$ cat src/hdl/mhpq_pkg.sv
`timescale 1ns / 1ps
package mhpq_pkg;

  typedef enum logic [1:0] {
    FUNC_PUSH    = 2'd0,
    FUNC_POP     = 2'd1,
    FUNC_REPLACE = 2'd2,
    FUNC_PUSHPOP = 2'd3
  } func_t;

  typedef enum logic [1:0] {
    STATUS_OK    = 2'd0,
    STATUS_EMPTY = 2'd1,
    STATUS_FULL  = 2'd2
  } status_t;

  typedef enum logic {
    ST_IDLE = 1'b0,
    ST_EXEC = 1'b1
  } state_t;

  typedef enum logic [1:0] {
    CELL_HOLD    = 2'd0,
    CELL_INSERT  = 2'd1,
    CELL_REMOVE  = 2'd2,
    CELL_REPLACE = 2'd3
  } cell_op_t;

  typedef struct packed {
    cell_op_t op;
  } cell_ctl_t;

endpackage

$ cat src/hdl/mhpq_cell.sv
`timescale 1ns / 1ps
module mhpq_cell #(
  parameter int KEY_WIDTH = 32
) (
  input  logic                        clk,
  input  mhpq_pkg::cell_ctl_t         ctl,
  input  logic signed [KEY_WIDTH-1:0] key,
  input  logic                        occ,
  input  logic                        right_occ,
  input  logic signed [KEY_WIDTH-1:0] right_key,
  input  logic signed [KEY_WIDTH-1:0] left_cur,
  input  logic                        left_gt,
  output logic signed [KEY_WIDTH-1:0] q,
  output logic signed [KEY_WIDTH-1:0] cur,
  output logic                        gt
);
  import mhpq_pkg::*;

  logic signed [KEY_WIDTH-1:0] q_next;
  logic                        shift;
  logic                        cur_occ;

  // Removing the head shifts the whole row left by one, so the cell looks
  // at its right neighbor's word instead of its own.
  assign shift   = (ctl.op == CELL_REMOVE) || (ctl.op == CELL_REPLACE);
  assign cur     = shift ? right_key : q;
  assign cur_occ = shift ? right_occ : occ;
  assign gt      = !cur_occ || (cur > key);

  always_comb begin
    unique case (ctl.op)
      CELL_HOLD:   q_next = q;
      CELL_REMOVE: q_next = right_key;
      CELL_INSERT, CELL_REPLACE: begin
        if (gt) begin
          q_next = left_gt ? left_cur : key;
        end else begin
          q_next = cur;
        end
      end
      default:     q_next = q;
    endcase
  end

  always_ff @(posedge clk) begin
    q <= q_next;
  end

endmodule
$ cat config.mk
export PLATFORM = sky130hd
export DESIGN_NAME = mhpq_cell
export DESIGN_NICKNAME = d
export VERILOG_FILES = /design/src/hdl/mhpq_pkg.sv /design/src/hdl/mhpq_cell.sv
export SDC_FILE = /design/constraint.sdc
export NUM_CORES = 1
export LEC_CHECK = 0
export ABC_AREA = 1
export BUFFER_PORTS_ARGS = -buffer_cell sky130_fd_sc_hd__buf_2
export CAP_MARGIN = 0
export CORE_ASPECT_RATIO = 1.1
export CORE_UTILIZATION = 40
export CTS_BUF_LIST = sky130_fd_sc_hd__clkbuf_2 sky130_fd_sc_hd__clkbuf_4 sky130_fd_sc_hd__clkbuf_8
export CTS_CLUSTER_SIZE = 20
export DETAILED_ROUTE_END_ITERATION = 8
export GPL_TIMING_DRIVEN = 0
export PLACE_DENSITY = 0.7
export SLEW_MARGIN = 20
export SYNTH_ARGS = -nofsm -noshare
export SYNTH_HDL_FRONTEND = slang
export SYNTH_SLANG_ARGS = --single-unit
$ cat constraint.sdc
create_clock -name clk -period 4.2 [get_ports clk]
set_clock_uncertainty 0.1 [all_clocks]
set_input_delay 0.84 -clock clk [delete_from_list [all_inputs] [get_ports clk]]
set_output_delay 0.84 -clock clk [all_outputs]
set_load 0.005 [all_outputs]
Word-level counts from Yosys, hierarchy flattened. Index checks and enable logic that the tools add are counted. W data, S select, Z words.

Output and inout port bits: 65. Input port bits: 102. Logic and storage cells: 15. Flip-flop bits (word level): 32.

Multiplexer cells: 5. Equal/unequal tests: 3. Order comparisons: 1. Reductions and logical operators: 5.

Operators with widths (number): $mux W32 (3); $pmux W32 S2 (1); $gt A32 B32 Y1 (1); $eq A2 B2 Y1 const B (2); $eq A2 B1 Y1 const B (1); $logic_not A2 Y1 (1); $logic_or A1 B1 Y1 (2); $reduce_or A2 Y1 (1); $logic_not A1 Y1 (1); $mux W1 (1).

Logic depth before layout (Yosys ltp).
Depth in word-level cells: 7. Mapped depth: 23. Mapped depth without buffers: 21.

Least setup slack after synthesis. OpenSTA, ideal clock, no wires.

Path type: in2out. Start: input port ctl[1] (netlist bit). End: output port gt. Data arrival time: 2700 ps. Data required time: 3260 ps. Buffers on the path: 3. Setup slack: 560 ps. Stages on the path: 17. Cell sequence: buf_2 clkbuf_1 nand2_1 o21ai_0 ha_1 nand2_1 inv_1 nand2_1 nand2_1 nand2_1 nand3_1 a21oi_2 nand2_1 nand2_1 nand3_4 nand2_4 buf_6.

Longest elaborated chain between the ends: 5. Elaborated cells on any way between the ends: 8. Classes of those cells: 1 x order compare; 2 x eq/ne; 2 x mux; 3 x reduce/logical.

Ends and longest elaborated chain: start: declaration (line mhpq_cell.sv:6) `input mhpq_pkg::cell_ctl_t ctl,`; $eq A2 B2 Y1 (line mhpq_cell.sv:25) `assign shift = (ctl.op == CELL_REMOVE) || (ctl.op == CELL_REPLACE);`; $logic_or A1 B1 Y1 (*) (line mhpq_cell.sv:25); $mux W32 (*) (line mhpq_cell.sv:26) `assign cur = shift ? right_key : q;`; net cur[19] (line mhpq_cell.sv:14) `output logic signed [KEY_WIDTH-1:0] cur,`; $gt A32 B32 Y1 (*) (line mhpq_cell.sv:28) `assign gt = !cur_occ || (cur > key);`; $logic_or A1 B1 Y1 (*) (line mhpq_cell.sv:28); end: declaration (line mhpq_cell.sv:15) `output logic gt`.

The timed path passes the listed nets; every way through them passes the cells marked *.

Worst setup path in the final report.
Start: input port ctl[1] (netlist bit). End: output port gt.

Longest elaborated chain between the ends: 5. Elaborated cells on any way between the ends: 8. Classes of those cells: 1 x order compare; 2 x eq/ne; 2 x mux; 3 x reduce/logical.

Ends and longest elaborated chain (line): $eq A2 B2 Y1 (mhpq_cell.sv:25); $logic_or A1 B1 Y1 (*) (mhpq_cell.sv:25); $mux W32 or $mux W1 (tied branches) (mhpq_cell.sv:26, mhpq_cell.sv:27); $gt A32 B32 Y1 or $logic_not A1 Y1 (tied branches) (mhpq_cell.sv:28); $logic_or A1 B1 Y1 (*) (mhpq_cell.sv:28).

Mark *: on every way between the ends. The rest lies on a longest branch, timed or not.

==> metrics.yaml <==
cts.clk_slew.worst_paths_ns: 0.07
report.final.slew_viol_count: 0
insertion_delay_to_the_later_sink_of_the_worst_skew_pair_ns: 0.29
floorplan.initialDensity: 0.415
buffer_ports.inserted: 163
utilization: 0.543
fp.dieW_um: 91.3
synthesized_cell_area_um2: 3510
max_ffs_per_register: 32
via_count: 4170
cts_sinks: 32
drt-pass1-iter-count: 5
setup-violations-final: 0
core_area_um2: 8450
cts_max_level: 2
synth_cells: 567
grtUsageMet3: 0.0379
detailedRoute.firstIterationViolations: 195
row_count: 35
multi_input_gate_area_um2: 2010
grtUsageMet2: 0.456
crit_path_max_fanout: 10
grt_pass1_vias: 4030
fp.dieArea_um2: 9160
outcome: "completed"
hold_viol_final: 0
final-seq-area_um2: 961
area_growth_syn_to_layout_pct: 30.6
synth.mux.area_fraction: 0.00285
grt_met1_usage: 0.327
die_y_um: 100
grtUsageTotal: 0.256
final_routed_drc_violation_total: 0
leakagePower_nw: 2.73
grt-ovfl-total: 0
num-nets-final: 872
minimum_hold_slack_ns: 0.740
place.gp.congestion: 0.842
worstSetupStartpointType: "primary input"
critPathRequiredTime_ns: 3.26
pin_count_of_the_biggest_net_entering_global_routing: 18
hpwlAfterDp_um: 8880
max_slew_margin: 0.593
largest_registers: "q: 32 flops"
register_bank_with_the_most_flops: "q"
ys_seq_area_frac: 0.274
timing.max_cap.violations: 0
ys_ff_latch: 32
routed_wire_length_per_instance_um: 13.6
critical_path_class: "primary input to output port"
rsz_0062_raised_after_global_routing: "false"
cts-buffers-inserted: 5
synth_compound_gate_area_share: 0.119
clk_tree_root_cell: "clkbuf_8"
dominant_combinational_cell_family_by_area_after_synthesis: "simple AND/OR/NAND/NOR gates"
num-fill-cells: 870
layout-drive-gt1-share: 0.254
timing.hold.worst.class: "primary input to flop"
cts_tree: "done"
synth_fa_ha_area_frac: 0.114
yosys.cell_types.count: 23
grt_pass1_wl_um: 18600
gr-max-usage-layer: "met2"
worst_ir_drop_vdd_mv: 0.127
post_synth_and_or_nand_nor_area_fraction: 0.337
worstMarginPinSlew_ns: 0.611
syn_area_per_cell_um2: 6.19
synth-warning-count: 0
totalWireLength_um: 11500
critical_path_arrival_ns: 3.09
timing.critical_path.to_type: "output port"
number_of_antenna_violations_at_the_first_check_in_global_routing: 0
max_freq_mhz: 248
power_density_nw_per_um2: 260
postSynthNetCount: 701
synth-xor-area-share: 0
clock_period_minus_worst_slack_ns: 4.03
max-clock-path-buffers: 2
via_per_inst: 4.92
timing.final.crit_share: 0.959
n_antenna_cell: 0
detail-route-antenna-nets: 0
pin_count: 167
-- cell usage in the layout, fill, tap and decap left out --
| cell | n |
|---|---|
| a21o_1 | 1 |
| a21oi_1 | 43 |
| a21oi_2 | 1 |
| buf_1 | 3 |
| buf_16 | 1 |
| buf_2 | 167 |
| buf_4 | 2 |
| buf_6 | 4 |
| clkbuf_1 | 14 |
| clkbuf_2 | 1 |
| clkbuf_4 | 2 |
| clkbuf_8 | 5 |
| clkinv_1 | 1 |
| edfxtp_1 | 32 |
| ha_1 | 32 |
| inv_1 | 105 |
| mux2i_1 | 1 |
| nand2_1 | 170 |
| nand2_2 | 1 |
| nand2_4 | 1 |
| nand3_1 | 67 |
| nand3_4 | 1 |
| nand4_1 | 2 |
| nor2_1 | 42 |
| o21a_1 | 1 |
| o21ai_0 | 24 |
| o21ai_1 | 10 |
| o21bai_1 | 1 |
| or2_2 | 1 |
-- power breakdown --
part / internal, mW / total [mW] / switching [mW]
Clock: 0.107 / 0.229 / 0.121
Combinational: 0.220 / 0.540 / 0.319
Sequential: 0.403 / 0.423 / 0.0194
-- path summary, 6_finish.rpt --
check / startpoint / end / slack (ns) / depth (start not counted)
worst max-delay path: ctl[1] / gt / 0.17 / 16
worst min-delay path: right_key[18] / q[18] / 0.74 / 3
worst min register to register: q[0] / q[0] / 0.80 / 4
worst max register to register: q[19] / q[14] / 1.43 / 16
-- through the flow --
| step | setup slack [ns] | setup TNS [ns] | instances | total power [mW] | area (um^2) |
|---|---|---|---|---|---|
| floorplan | 0.560 | 0 | 567 | 0.749 | 3510 |
| global placement | -0.0667 | -0.0667 | 841 | 0.946 | 4470 |
| detailed placement | -0.0798 | -0.0798 | 842 | 0.963 | 4500 |
| CTS | 0.00267 | 0 | 847 | 1.19 | 4570 |
| global route | 0.0129 | 0 | 847 | 1.29 | 4590 |
| finish | 0.173 | 0 | 847 | 1.19 | 4590 |
-- metal layers --
layer / vias to the layer above / part of all wire / routed length, um
li1: 2136 / - / -
met2: 157 / 0.49 / 5640
met4: 0 / 0.0073 / 84
met3: 8 / 0.066 / 755
met1: 1869 / 0.44 / 5000
met5: - / 0 / 0
-- synthesized netlist by cell type --
master,instances,area share
a21o_1,1,0.0021
a21oi_1,43,0.061
a21oi_2,1,0.0025
buf_1,3,0.0032
buf_2,3,0.0043
buf_4,1,0.0021
buf_6,3,0.0096
clkbuf_1,20,0.021
clkinv_1,1,0.0011
edfxtp_1,32,0.27
ha_1,32,0.11
inv_1,105,0.11
mux2i_1,1,0.0029
nand2_1,171,0.18
nand2_4,1,0.0032
nand3_1,67,0.096
nand3_4,1,0.0050
nand4_1,2,0.0036
nor2_1,42,0.045
o21a_1,1,0.0021
o21ai_0,34,0.048
o21bai_1,1,0.0021
or2_2,1,0.0018
-- critical path: stages --
cell	delay, ns
buf_2	0.17
clkbuf_4	0.22
o21ai_0	0.40
ha_1	0.33
a21o_1	0.16
nor2_1	0.09
nand2_1	0.06
nand2_1	0.05
nand2_1	0.05
nand2_1	0.07
nand2_1	0.05
nand2_1	0.09
nand3_4	0.11
nand2_4	0.12
buf_6	0.15
buf_2	0.12
-- logic make-up (layout without fill, tap and decap cells) --
logic type	after synthesis	in the layout
simple gates	285	285
buf+inv	136	305
compound gates	81	81
fa+ha+maj	32	32
flops	32	32
mux	1	1
-- layout make-up --
| type | instances | share of cell area |
|---|---|---|
| multi-input combinational | 399 | 0.439 |
| sequential | 32 | 0.210 |
| timing repair buffer | 164 | 0.184 |
| inverter | 106 | 0.0868 |
| buffer | 30 | 0.0357 |
| tap | 111 | 0.0303 |
| clock buffer | 5 | 0.0150 |
-- timing repair --
action                     4_1_cts  5_1_grt
pin swaps                        0        0
gates cloned                     0        0
setup endpoints to repair        1        1
gates resized for setup          3       28
buffers inserted                 0        0
hold buffers                     0        0
Note: power is estimated with default switching activity, not from simulation.
